===== src/rtl/sab_ram.sv =====
// sab_ram: generic simple dual-port RAM, one write and one registered read port.
// No package dependency.
`timescale 1ns / 1ps

module sab_ram #(
    parameter int AW = 8,
    parameter int DW = 9
) (
    input  logic          i_clk,
    input  logic          i_we,
    input  logic [AW-1:0] i_waddr,
    input  logic [DW-1:0] i_wdata,
    input  logic [AW-1:0] i_raddr,
    output logic [DW-1:0] o_rdata
);

    logic [DW-1:0] r_mem [2**AW];
    logic [DW-1:0] r_rdata;

    // write port
    always_ff @(posedge i_clk) begin
        if (i_we) begin
            r_mem[i_waddr] <= i_wdata;
        end
    end

    // registered read port
    always_ff @(posedge i_clk) begin
        r_rdata <= r_mem[i_raddr];
    end

    assign o_rdata = r_rdata;

endmodule


===== config.mk =====
export PLATFORM = sky130hd
export DESIGN_NAME = sab_ram
export DESIGN_NICKNAME = d
export VERILOG_FILES = /design/src/rtl/sab_ram.sv
export SDC_FILE = /design/constraint.sdc
export NUM_CORES = 2
export LEC_CHECK = 0
export BUFFER_PORTS_ARGS = -buffer_cell sky130_fd_sc_hd__buf_2
export CORE_ASPECT_RATIO = 0.75
export CORE_MARGIN = 3
export CORE_UTILIZATION = 28
export CTS_CLUSTER_SIZE = 28
export DETAILED_ROUTE_END_ITERATION = 8
export PLACE_DENSITY_LB_ADDON = 0.12
export SLEW_MARGIN = 25
export SYNTH_ARGS = -nofsm -noshare
export SYNTH_HDL_FRONTEND = slang
export SYNTH_SLANG_ARGS = --single-unit

===== constraint.sdc =====
create_clock -name i_clk -period 5.45 [get_ports i_clk]
set_input_delay 0 -clock i_clk [delete_from_list [all_inputs] [get_ports i_clk]]
set_output_delay 0 -clock i_clk [all_outputs]
set_load 0.05 [all_outputs]

# ---- Yosys cells after proc, flatten, opt, wreduce, memory -nomap -nowiden
# Memories as Yosys holds them, arrays and structs flattened. A register that Yosys moved wholly into a read port is not among the register bits.
# Cells that the tools add are included.
dict set report totals {
  reg_bits 0
  ramBits 2304
  input_bits 27
  out_inout_bits 9
  word_cells 3
  n_memories 1
}
dict set report op_classes {
  n_mux 2
}
# memory depth word_bits read_ports rd_clocked_by_memory_dff write_ports line_no
set mem_list {}
lappend mem_list {r_mem 256 9 1 1 1 17} ;# logic [DW-1:0] r_mem [2**AW];
# cell count
set ops {}
lappend ops {{two-way mux 1 bit} 2}

# ---- Logic depth before layout (Yosys ltp)
dict set report depth {
  depth_word 2
  mapped_depth 11
  ltp_nobuf 6
}

# ---- Worst setup path before layout
# OpenSTA, ideal clock, no wires.
dict set report synth_path {
  path_kind {input port to flip-flop}
  start {input i_waddr[3]}
  end {memory r_mem[235][0] (enable)}
  arrival_ps 1487
  required_time_ps 5076
  setup_slack_ps 3589
  stages 6
  path_cell_list {clkbuf_1 -> nor2b_1 -> clkbuf_1 -> nand4_1 -> clkbuf_1 -> nor2_1}
}
# item line_no
set synth_rtl {}
lappend synth_rtl {{from (decl)} 11} ;# input logic [AW-1:0] i_waddr,
lappend synth_rtl {{to (decl)} 17}
# No word-level cell before the write port.

==> metrics.txt <==
GR Util met2 about a quarter; Worst Setup End Kind flop; yosys warns 0; Finished Layout Cells 8925; clk buf depth 4; most common cell after layout, fill and taps aside edfxtp_1; first-pass GRT wire length 387 mm; R2R depth 6; Buf+Inv Stages, Crit Path 0; Root Driver clkbuf_16; worst hold path class in2reg; row cnt 178; Die H between 400 and 500 um; via count 44557; Worst Tran Pin Value 1.19 ns; Pleak 0.0315 uW; met1 Track Usage GR a little over a quarter; WHS Path Cells 3; Power Density 366 mW/mm^2; Min Clock Period, post-route 3.24 ns; Max-Cap Viols 0; area delta synth->final 15.8%; largest net degree at the start of global routing 181; initial core utilization 28.3%; met3 Use GR around 2.9%; aggregate global routing overflow 0; Mapped Area roughly 0.09 mm^2; Setup violations, final 0; flop and latch count out of synthesis 2313; max frequency 0.309 GHz; final hold vios 0; critical path class reg2reg; Core ar. 0.315 mm^2; Top FF cell, synth edfxtp_1; relative slew slack 20.7%; reg-to-reg setup timing slack about 2.2 ns; hpwl dp 174 mm; Fin Setup TNS 0 ns; DRT Pass-1 Iters 5; Resized Gates After CTS 0; critical path startpoint category flop; Top delay family on crit path compound AO/OA/AOI/OAI gates; Worst-Skew Late Latency 0.91 ns; Post-Syn Area per Cell 21.1 um^2; Die X-Extent 658 um; CP required just over 6 ns; CTS tree yes; worst vdd ir 0.253 mV; placer congestion estimate just over 0.8; clock skew 0.0589 ns; Total Routed Length 282 mm; io pins 36; Crit Path Max Fanout 1; clk slew on worst S/H paths roughly 0.060 ns; CP max stage cell nor3b_1; Worst R2R End o_rdata[4]; Detail Route Antenna Nets 0; synthesized instance count 4237; vias in the first global route between 40000 and 50000; initial drt markers 5020; commonest cells after routing, fill and taps aside edfxtp_1, mux4_2, clkbuf_16; final total power 37800 uW; Port Buffers 35; WL/cell 31.6 um; register area share after synthesis 77.7%; RR Startpoint r_mem[99][4]; crit path cell chain mux4_2 -> a22o_1 -> a221oi_1 -> o32a_1 -> nor3b_1 -> nor4_1; worst hold start i_waddr[4]; outcome completed; placed cell count 8471; RSZ-0062 raised after global routing no; total CTS buffers 242; die area approximately 0.33 mm^2; GRT Total Usage 17.1%; Fill cells 29991; DR vias/cell 4.99; clock sink count 2313; number of synthesized flops with an enable pin around 2300; syn_nets 4264; Slew Viols, Final 0; fraction of registers with async set/reset 0%; GR peak layer met1; Final Cycle Share 59.5%; Synth cell types between 50 and 60; DRC viols 0; antenna violations before repair 30; share of cells above drive strength 1 25.7%; Critical Path AT 3.96 ns; CTS H-tree depth 4; Crit path largest cell delay 0.76 ns; hold endpoint r_mem[181][0]; Nets 4525
[registers in the layout (all words and copies together), names as in the netlist]
name	count
r_mem	2304
o_rdata	9
[area by class of cell]
class	count	area (um^2)	share of cell area, %
diodes	6	15.0	0.0145
repair buffers	276	2470	2.39
flip-flops and latches	2313	69400	67.1
multi-input cells	1663	18700	18.1
clock inverters	144	1160	1.12
inverters	2	7.51	0.00726
clock buffers	291	6370	6.16
well taps	4230	5290	5.12
[routing by layer]
layer / share of wire (%) / wire length, um
met4: 1.8 / 5210
met5: 0 / 0
met3: 6.0 / 16900
met2: 42 / 119000
met1: 50 / 140000
[cells by family (layout without fill, tap and decap cells)]
logic type / count (synthesis) / count (layout) / share of synthesized area (%)
muxes: 674 / 674 / 14.3
DFF: 2313 / 2313 / 77.7
and+or+nand+nor: 500 / 500 / 2.50
buffers and inverters: 261 / 713 / 1.75
other: 0 / 6 / 0
AOI/OAI and AO/OA: 489 / 489 / 3.75
[per-stage QoR]
step	instance area (um^2)	utilization, %	worst slack (ns)	hold WS (ns)
3_5_place_dp	95600	30.3	1.32	0.470
2_1_floorplan	89300	-	3.59	0.0989
3_3_place_gp	95400	30.3	0.786	0.467
5_1_grt	103000	32.8	2.23	0.0345
6_report	103000	32.8	2.21	0.0641
4_1_cts	103000	32.7	2.15	0.0567
[cells in the mapped netlist, drive strengths merged, types with 4 or more instances]
master	number	share of area [%]
dfxtp	9	0.20
nor2	305	1.3
nand2	40	0.17
buf	139	1.2
edfxtp	2304	77
nand2b	9	0.063
nor2b	28	0.20
mux2	21	0.26
o31a	8	0.078
o22ai	65	0.46
or2	6	0.042
nor3	21	0.12
a21oi	98	0.55
a211oi	26	0.22
a221oi	11	0.11
nand4	11	0.077
a22oi	174	1.5
a31oi	10	0.070
o221ai	36	0.36
mux2i	177	2.0
nor3b	4	0.039
nand3	31	0.17
and3b	4	0.039
o21ai	36	0.20
a22o	8	0.078
nor4	27	0.19
clkbuf	120	0.50
mux4	476	12
[worst reg2reg max path: stages, from the launching register on]
cell and delay, ns:
edfxtp_1 0.39, mux4_2 0.52, a22o_1 0.20, a221oi_1 0.55, o32a_1 0.46, nor3b_1 0.77
nor4_1 0.17
[how the worst max path moves through the flow]
stage,start,endpoint,slack (ns),cells past startpoint
after floorplan,i_waddr[3],r_mem[235][0],3.59,6
after global placement,i_raddr[0],o_rdata[7],0.79,9
after detailed placement,i_raddr[0],o_rdata[4],1.32,8
after CTS,r_mem[99][4],o_rdata[4],2.15,6
after global routing,r_mem[99][4],o_rdata[4],2.23,6
final,r_mem[99][4],o_rdata[4],2.21,6
[power breakdown]
part,switching (uW),internal (uW)
Clock,7050,9080
Combinational,1440,605
Sequential,35.1,19600
Total,8530,29300
[timing repair]
item,4_1_cts,5_1_grt
buffers inserted,0,0
endpoints found under the hold margin,1068,0
hold buffers,12,0
No activity file was read; power rests on OpenSTA's default activity.
