$ cat config.mk
export PLATFORM = sky130hd
export DESIGN_NAME = sab_unit
export DESIGN_NICKNAME = d
export VERILOG_FILES = /design/src/rtl/sab_pkg.sv /design/src/rtl/sab_unit.sv
export SDC_FILE = /design/constraint.sdc
export NUM_CORES = 1
export LEC_CHECK = 0
export BUFFER_PORTS_ARGS = -buffer_cell sky130_fd_sc_hd__buf_2
export CAP_MARGIN = 20
export CELL_PAD_IN_SITES_DETAIL_PLACEMENT = 1
export CELL_PAD_IN_SITES_GLOBAL_PLACEMENT = 2
export CORE_MARGIN = 3
export CORE_UTILIZATION = 26
export DETAILED_ROUTE_END_ITERATION = 10
export PLACE_DENSITY = 0.83
export SLEW_MARGIN = 20
export SYNTH_ARGS = -nofsm -noshare
export SYNTH_HDL_FRONTEND = slang
export SYNTH_SLANG_ARGS = --single-unit
$ cat constraint.sdc
create_clock -name vclk -period 8.6
set_input_delay 1.29 -clock vclk [all_inputs]
set_output_delay 1.29 -clock vclk [all_outputs]
set_load 0.03 [all_outputs]
$ cat src/rtl/sab_pkg.sv
// sab_pkg: sizes, codes, state encoding and shared types for the skyline
// atlas block allocator. No dependencies; sab_unit and the top-level allocator use it.
`timescale 1ns / 1ps

package sab_pkg;

    // Atlas geometry
    localparam int PAGES   = 2;
    localparam int COLUMNS = 256;
    localparam int ROWS    = 256;

    // Derived widths
    localparam int PAGE_W = (PAGES > 1) ? $clog2(PAGES) : 1;
    localparam int COL_W  = $clog2(COLUMNS);
    localparam int HGT_W  = $clog2(ROWS + 1);
    localparam int HA_W   = PAGE_W + COL_W;

    // Request codes
    localparam logic ACT_ALLOC = 1'b0;
    localparam logic ACT_CLEAR = 1'b1;

    // Result status codes
    localparam logic STS_OK   = 1'b0;
    localparam logic STS_FULL = 1'b1;

    // Sequencer states
    typedef enum logic [3:0] {
        ST_CLEAR,
        ST_IDLE,
        ST_FWD,
        ST_FWD_END,
        ST_BWD,
        ST_BWD_END,
        ST_DECIDE,
        ST_WRITE,
        ST_DONE
    } t_state;

    // Result of one step of the shared max/compare unit
    typedef struct packed {
        logic [HGT_W-1:0] acc;
        logic [HGT_W-1:0] top;
        logic             take;
    } t_unit_res;

endpackage

$ cat src/rtl/sab_unit.sv
// sab_unit: shared max/compare unit, one column step per cycle.
// Depends on sab_pkg for widths and the result struct.
`timescale 1ns / 1ps

module sab_unit (
    input  logic [sab_pkg::HGT_W-1:0] i_acc,
    input  logic [sab_pkg::HGT_W-1:0] i_col,
    input  logic                      i_restart,
    input  logic [sab_pkg::HGT_W-1:0] i_other,
    input  logic [sab_pkg::HGT_W-1:0] i_best,
    output sab_pkg::t_unit_res        o_res
);

    logic [sab_pkg::HGT_W-1:0] acc_nxt;
    logic [sab_pkg::HGT_W-1:0] top;

    // running block max, restarted at a block boundary
    always_comb begin
        if (i_restart || (i_col > i_acc)) begin
            acc_nxt = i_col;
        end else begin
            acc_nxt = i_acc;
        end
    end

    // window top combines the two partial maxima
    assign top = (i_other > acc_nxt) ? i_other : acc_nxt;

    // scanning right to left, ties move the winner left
    always_comb begin
        o_res.acc  = acc_nxt;
        o_res.top  = top;
        o_res.take = (top <= i_best);
    end

endmodule

### Word level (Yosys, flattened, before mapping)

Cells that the tools add are included.

* register bits: 0
* bits in latches: 0
* memory bits (writable): 0
* bits in read-only memories: 0
* input bits: 37
* output and inout port bits: 19
* word-level logic and storage cells: 6
* memories: 0

* $add $sub $neg: 0
* $mul: 0
* divide/modulo/power cells: 0
* magnitude comparators: 3
* eq/ne operators: 0
* shift-type cells: 0
* muxes and demuxes: 2
* bitwise gates (word level): 0
* reduce and logical (&&, ||, !) cells: 1

Operators by type and width (count)
* $gt 9x9->1: 2
* $mux 9: 2
* $le 9x9->1: 1
* $logic_or 1x1->1: 1

### Depth between registers and ports, before layout

Gate-level depths: netlist of the first run.

* word-level depth: 6
* depth in mapped cells: 26
* gate-level depth less buffers: 25

### Worst setup path before layout of the first run

Ideal clock, no wire load.

* path type: input to output
* start: input i_acc[8] in the netlist's numbering
* end: output o_res[0] in the netlist's numbering
* arrival: 6.692 ns
* setup slack: 0.618 ns
* stages: 24
* path buffers: 1
* path through: inv_1 -> ha_1 -> a211oi_2 -> o21ai_2 -> nor4_4 -> nor2_2 -> buf_6 -> o21ai_0 -> inv_1 -> ha_1 -> and4_1 -> a21oi_1 -> o211ai_1 -> o32ai_4 -> mux2_4 -> ha_1 -> nor2b_1 -> o21a_1 -> o21a_1 -> o21a_1 -> o21ai_0 -> nand2b_1 -> a21oi_1 -> o31a_1

RTL lines
* start, declared: RTL line sab_unit.sv:6 `input logic [sab_pkg::HGT_W-1:0] i_acc,`
* end, declared: RTL line sab_unit.sv:11 `output sab_pkg::t_unit_res o_res`

==> key figures, run 1 <==
Setup path
  – Crit path from: i_acc[8]
  – Worst EP required: 7.31 ns
  – Critical path's top delay family: simple AND/OR/NAND/NOR gates
  – CP bufs+invs: 5
  – CP arrival: 6.54 ns
  – Critical path fanouts, max: 15
  – Total stage count of the critical path: 27
  – Crit end category: output port
  – Critical Path End: o_res[0]
  – CP max stage cell: nor2_2
  – Critical path type: in -> out
  – Critical path launch point type: primary input
  – Critical Path Max Stage Delay: 0.45 ns

Timing
  – Setup TNS after final layout: 0 ns
  – Worst-Margin Slew: 0.560 ns
  – Fin. Hold Viols: 0
  – Minimum clock period: 7.83 ns
  – Tcrit/Tclk final: 91.0%
  – Worst slew margin relative to its limit: between 60% and 70%
  – RSZ-0062 raised after global routing: no
  – Fin. max-slew vios: 0
  – Max Fclk: ~0.13 GHz
  – Final setup fails: 0

Global routing
  – Global Route Usage Sum: 11.9%
  – Initial antenna violation count: 0
  – Remaining global-route overflow: 0
  – First-pass GRT wire length: 5210 µm
  – Largest net degree at the start of global routing: 16
  – Vias in the first global route: 1203

Pwr
  – Switching Share: 59.4%
  – Net Sw Power: a little over 100 µW
  – Internal power: 70.7 µW
  – Worst VDD drop: 0.0000345 V
  – Cell Pwr Density: between 100 and 150 nW/µm²
  – Sequential share of power: 0%
  – Static leakage: about 0.0008 µW
  – Clock share of power: 0%
  – Combinational power share: 100.0%

Min path
  – Worst hold-check path type: in -> out

Synth
  – Post-synthesis area per instance: 8.05 µm²
  – Warnings, synthesis: 0
  – Synth top area share: 28.0%
  – Post-Syn Instances: between 100 and 150
  – Cell accounting for the most synthesized area: ha_1
  – Cell Area, Synth: 1120 µm²
  – Synth Net Count: ~200
  – Yosys cell types: 42
  – Ranking of synthesized cells by area: ha_1 (28%), mux2_4 (9.4%), inv_1 (8.4%), nand2_1 (4.0%), nor4_4 (3.8%)
  – Post-synthesis sequential area ratio: 0%

Layout
  – Seq_cells: 0
  – Final core occ: 35.7%
  – Ant diodes: 0
  – Post-route cell area: ~1500 µm²
  – Clock buffer count: 0
  – Layout cell share with drive strength beyond 1: 43.1%
  – Commonest non-fill, non-tap cell in the layout: buf_2
  – Most frequent cells in the layout: buf_2 (56), inv_1 (25), ha_1 (25)
  – Number of nets in the layout: 259
  – Area growth, synth to finish: 30.3%
  – Register Area: 0 µm²

Route
  – Routed Antenna Nets: 0
  – M1 wire length: around 1500 µm
  – WL per Instance: between 10 and 15 µm
  – # DRC: 0
  – DR top layer: met3
  – Met3 Wirelength: between 200 and 250 µm
  – Initial drt markers: 13
  – Vias: around 1200
  – Met2 Routed Length: between 1000 and 1500 µm
  – Via density: 4.76
  – Wirelength, routed: 3100 µm
  – DR pass1 iterations: 2

Die
  – Num rows: 23
  – Effective utilization at floorplan: 27.4%
  – Core box area: 4090 µm²
  – DIE HEIGHT: 71.6 µm
  – Die width: 71.6 µm
  – Area of the die: approximately 5100 µm²
  – Boundary Pins: 56

Placement
  – Final estimated routing congestion in global placement: 0.714
  – Cell Area, Placed: 1460 µm²
  – Final HPWL DP: 2890 µm
  – IO buf count: 56

Run
  – Max_cap viols: 0

Run status
  – Run status: finished clean

Clock tree
  – Post-CTS sizing: 0
  – Hold_buf cts: 0
  – Postcts setup bufs: 0
per-stage QoR:
step                hold slack [ns]  setup slack, ns  instances  total power, µW
floorplan                      2.76            0.618        139              130
global placement               3.00            0.782        245              175
detailed placement             3.00            0.706        245              177
CTS                            3.00            0.693        245              178
global route                   3.02            0.253        245              194
finish                         3.00            0.773        245              174
layout make-up:
class / instances / area, µm²
Fill cell: 527 / 2630
Inverter: 25 / 93.8
Multi-Input combinational cell: 113 / 1010
Tap cell: 50 / 62.6
Timing Repair Buffer: 57 / 288
worst min-delay path by stage:
| stage | start | end | depth (start not counted) |
|---|---|---|---|
| floorplan | i_other[0] | o_res[1] | 1 |
| global placement | i_other[0] | o_res[1] | 3 |
| detailed placement | i_other[5] | o_res[6] | 3 |
| CTS | i_other[5] | o_res[6] | 3 |
| global route | i_other[5] | o_res[6] | 3 |
| finish | i_other[5] | o_res[6] | 3 |
Yosys cell counts (2+ instances only):
master    count
a211oi_2      2
mux2_4        7
o211ai_1      2
a21oi_1       6
ha_1         25
nor3_1        2
nand2_1      12
nor4_4        2
o21ai_2       2
nand3_1       4
inv_1        25
and2b_2       2
nor2_1        3
nand4_1       4
o21a_1        3
mux2_2        3
nor2b_1       2
or2_2         2
o21ai_0       8
layer usage:
layer | GRT usage (%) | vias to the layer above
met2 | 20.9 | 36
met3 | 1.54 | 0
met1 | 16.6 | 516
met5 | 0 | -
met4 | 0 | 0
li1 | - | 615
logic make-up (layout without fill, tap and decap cells):
group | count (synthesis) | in the layout | synth area share (%)
AND/OR/NAND/NOR | 43 | 43 | 26.2
AO/OA/AOI/OAI | 32 | 32 | 21.6
buffers and inverters | 26 | 82 | 9.40
adder cells (fa/ha/maj) | 25 | 25 | 28.0
multiplexers | 11 | 11 | 13.3
XOR/XNOR | 2 | 2 | 1.57
power by group through the flow:
stage	combinational (µW)	sequential [µW]	clock, µW
2_1_floorplan	130	0	0
3_3_place_gp	175	0	0
3_5_place_dp	177	0	0
4_1_cts	178	0	0
5_1_grt	194	0	0
6_report	174	0	0
tightest hold or removal path: stages:
cell    delay, ns
buf_2        0.09
mux2_4       0.14
buf_2        0.19
Note: power is estimated with default switching activity, not from simulation.
==> run 2, diff against run 1 <==
--- a/config.mk
+++ b/config.mk
@@ -12,7 +12,7 @@
 export CORE_MARGIN = 3
 export CORE_UTILIZATION = 26
 export DETAILED_ROUTE_END_ITERATION = 10
-export PLACE_DENSITY = 0.83
+export PLACE_DENSITY = 0.86
 export SLEW_MARGIN = 20
 export SYNTH_ARGS = -nofsm -noshare
 export SYNTH_HDL_FRONTEND = slang
==> key figures, run 2 (synthesized netlist as in run 1, its figures left out) <==
Run status
  – Run status: finished clean

Global routing
  – First-pass GRT wire length: ~5400 µm
  – Remaining global-route overflow: 0
  – Largest net degree at the start of global routing: 16
  – Initial antenna violation count: 0
  – Global Route Usage Sum: 12.5%
  – Vias in the first global route: 1250

Setup path
  – Critical path type: in -> out
  – Critical path launch point type: primary input
  – CP arrival: 6.54 ns
  – Critical path fanouts, max: 15
  – CP max stage cell: nor2_2
  – Critical Path Max Stage Delay: 0.45 ns
  – Worst EP required: 7.31 ns
  – Crit end category: output port

Die
  – Num rows: 23
  – Boundary Pins: 56
  – Area of the die: slightly above 5000 µm²
  – Core box area: around 4100 µm²
  – DIE HEIGHT: a little over 70 µm
  – Effective utilization at floorplan: 27.4%
  – Die width: just over 70 µm

Placement
  – IO buf count: 56
  – Final HPWL DP: 3030 µm
  – Final estimated routing congestion in global placement: between 0.7 and 0.8

Pwr
  – Static leakage: 0.000799 µW
  – Worst VDD drop: 0.0000405 V
  – Cell Pwr Density: 120 nW/µm²

Timing
  – Fin. Hold Viols: 0
  – Minimum clock period: around 7.8 ns
  – Final setup fails: 0
  – RSZ-0062 raised after global routing: no
  – Setup TNS after final layout: 0 ns
  – Max Fclk: between 0.1 and 0.15 GHz
  – Worst slew margin relative to its limit: 62.4%
  – Fin. max-slew vios: 0
  – Worst-Margin Slew: 0.563 ns
  – Tcrit/Tclk final: between 90 and 100%

Route
  – Initial drt markers: 3
  – Vias: 1181
  – Met3 Wirelength: 162 µm
  – # DRC: 0
  – Met2 Routed Length: roughly 1600 µm
  – DR pass1 iterations: 2
  – DR top layer: met3
  – Via density: 4.82
  – Routed Antenna Nets: 0
  – Wirelength, routed: 3190 µm
  – WL per Instance: between 10 and 15 µm
  – M1 wire length: 1380 µm

Layout
  – Commonest non-fill, non-tap cell in the layout: buf_2
  – Register Area: 0 µm²
  – Most frequent cells in the layout: buf_2 (56), inv_1 (25), ha_1 (25)
  – Area growth, synth to finish: 30.3%
  – # fillers: 528
  – Ant diodes: 0
  – Layout cell share with drive strength beyond 1: 43.1%
  – Clock buffer count: 0
  – Number of nets in the layout: 259
  – Final core occ: 35.7%
  – Seq_cells: 0

Clock tree
  – Postcts setup bufs: 0
  – Hold_buf cts: 0
  – Post-CTS sizing: 0

Run
  – Max_cap viols: 0

Min path
  – Worst hold-check path type: in -> out
==> run 2: cell counts in the layout (fill, tap and decap cells not counted) <==
No cell type changed its count.
==> run 2: path summary, 6_finish.rpt <==
| check | start | endpoint | depth (start not counted) | slack [ns] |
|---|---|---|---|---|
| max | i_acc[8] | o_res[0] | 27 | 0.77 |
| min | i_other[6] | o_res[7] | 3 | 3.00 |
==> run 2: per-layer routing <==
metal / track usage (%) / vias to the layer above
li1: - / 614
met1: 15.9 / 536
met2: 24.4 / 31
met3: 0.842 / 0
met4: 0 / 0
met5: 0 / -
==> run 2: critical path, delay by kind of cell <==
family | cells | cell delay, ns
AO/OA/AOI/OAI | 9 | 1.40
buffers and inverters | 5 | 0.59
adder cells (fa/ha/maj) | 3 | 0.90
multiplexers | 1 | 0.31
AND/OR/NAND/NOR | 9 | 2.03
==> run 2: final cells by class <==
| cell class | count | area (µm²) | share of cell area [%] |
|---|---|---|---|
| Multi-Input combinational cell | 113 | 1010 | 69.5 |
| Timing Repair Buffer | 57 | 288 | 19.7 |
| Inverter | 25 | 93.8 | 6.44 |
| Tap cell | 50 | 62.6 | 4.29 |
==> run 2: per-stage QoR <==
stage | area [µm²] | total power, µW | worst slack, ns | hold slack (ns) | cells
5_1_grt | 1460 | 193 | 0.332 | 3.03 | 245
4_1_cts | 1460 | 179 | 0.701 | 3.01 | 245
3_3_place_gp | 1460 | 176 | 0.859 | 3.01 | 245
6_report | 1460 | 175 | 0.774 | 3.00 | 245
2_1_floorplan | 1120 | 130 | 0.618 | 2.76 | 139
3_5_place_dp | 1460 | 178 | 0.716 | 3.01 | 245
==> run 2: power breakdown <==
group          internal, µW  total (µW)  switching, µW
logic                  70.7         175            104
clock network             0           0              0
registers                 0           0              0
==> run 3, diff against run 2 <==
--- a/config.mk
+++ b/config.mk
@@ -9,6 +9,7 @@
 export CAP_MARGIN = 20
 export CELL_PAD_IN_SITES_DETAIL_PLACEMENT = 1
 export CELL_PAD_IN_SITES_GLOBAL_PLACEMENT = 2
+export CORE_ASPECT_RATIO = 1.25
 export CORE_MARGIN = 3
 export CORE_UTILIZATION = 26
 export DETAILED_ROUTE_END_ITERATION = 10
==> key figures, run 3 (synthesized netlist as in run 1, its figures left out) <==
Route
  – Routed Antenna Nets: 0
  – WL per Instance: ~13 µm
  – # DRC: 0
  – Initial drt markers: 25
  – Vias: 1205
  – DR pass1 iterations: 3
  – Wirelength, routed: 3270 µm
  – Via density: 4.80

Min path
  – Hold EP: o_res[1]
  – Worst hold-check path type: in -> out
  – Worst Hold Path Cells: 3
  – Min-delay src: i_other[0]

Setup path
  – Critical path type: in -> out
  – Critical Path Max Stage Delay: 0.45 ns
  – Crit end category: output port
  – CP arrival: 6.56 ns
  – Critical path's top delay family: compound AO/OA/AOI/OAI gates
  – Critical path launch point type: primary input
  – CP max stage cell: nor2_2
  – Worst EP required: ~7.3 ns
  – CP bufs+invs: 5
  – Critical path fanouts, max: 15

Placement
  – Post-Place Cells: 251
  – Cell Area, Placed: roughly 1500 µm²
  – IO buf count: 56
  – Final HPWL DP: between 3000 and 4000 µm
  – Final estimated routing congestion in global placement: 0.756

Clock tree
  – Post-CTS sizing: 0
  – Postcts setup bufs: 0
  – Hold_buf cts: 0

Timing
  – Tcrit/Tclk final: about nine tenths
  – Fin. Hold Viols: 0
  – Max Fclk: between 0.1 and 0.15 GHz
  – Fin. max-slew vios: 0
  – RSZ-0062 raised after global routing: no
  – Setup TNS after final layout: 0 ns
  – Worst slew margin relative to its limit: 62.7%
  – Minimum clock period: about 7.8 ns
  – Worst-Margin Slew: 0.559 ns
  – Final setup fails: 0

Layout
  – Commonest non-fill, non-tap cell in the layout: buf_2
  – Number of nets in the layout: 259
  – Fin cells: 251
  – Register Area: 0 µm²
  – Area growth, synth to finish: 31.0%
  – Ant diodes: 0
  – Clock buffer count: 0
  – Final core occ: 35.5%
  – Layout cell share with drive strength beyond 1: approximately 43%
  – Seq_cells: 0
  – Post-route cell area: 1470 µm²
  – Most frequent cells in the layout: buf_2 (56), inv_1 (25), ha_1 (25)

Die
  – Boundary Pins: 56
  – Core box area: 4130 µm²
  – Area of the die: 5130 µm²
  – DIE HEIGHT: 79.3 µm
  – Num rows: 26
  – Effective utilization at floorplan: 27.1%
  – Die width: ~65 µm

Global routing
  – Initial antenna violation count: 0
  – First-pass GRT wire length: 5290 µm
  – Largest net degree at the start of global routing: 16
  – Vias in the first global route: 1249
  – Remaining global-route overflow: 0
  – Global Route Usage Sum: 12.4%

Run status
  – Run status: finished clean

Pwr
  – Worst VDD drop: 0.0000334 V
  – Final Total Pwr: between 150 and 200 µW
  – Static leakage: 0.000799 µW
  – Cell Pwr Density: 120 nW/µm²

Run
  – Max_cap viols: 0
[run 3: cell counts in the layout (fill, tap and decap cells not counted)]
No cell type changed its count.
[run 3: area by class of cell]
| class | count | area, µm² |
|---|---|---|
| fill | 541 | 2670 |
| inverter | 25 | 93.8 |
| multi-input combinational | 113 | 1010 |
| tap | 56 | 70.1 |
| timing repair buffer | 57 | 288 |
[run 3: how the worst max path moves through the flow]
stage / start / to / cells after the start
3_5_place_dp: i_acc[8] / o_res[0] / 28
6_report: i_acc[8] / o_res[0] / 28
2_1_floorplan: i_acc[8] / o_res[0] / 24
4_1_cts: i_acc[8] / o_res[0] / 28
5_1_grt: i_acc[8] / o_res[0] / 28
3_3_place_gp: i_acc[8] / o_res[0] / 27
[run 3: stage by stage]
step	setup WS, ns	hold slack [ns]
after floorplan	0.618	2.76
after global placement	0.795	2.99
after detailed placement	0.633	3.00
after CTS	0.648	3.00
after global routing	0.267	3.01
final	0.752	2.99
[run 3: power breakdown]
part / internal [µW] / total [µW] / switching (µW) / leakage, µW
registers: 0 / 0 / 0 / 0
logic: 70.7 / 175 / 105 / 0.000799
clock network: 0 / 0 / 0 / 0
[run 3: metal layers]
metal / GRT usage [%] / share of wire [%] / wire (µm) / up-vias
li1: - / - / - / 611
met1: 13.0 / 39 / 1280 / 555
met2: 26.4 / 54 / 1750 / 37
met3: 1.84 / 7.1 / 232 / 2
met4: 0.423 / 0.37 / 12 / 0
met5: 0 / 0 / 0 / -
[run 3: worst min-delay path, delay by kind of cell]
family / cells / cell delay [ns]
buffers and inverters: 2 / 0.28
muxes: 1 / 0.13
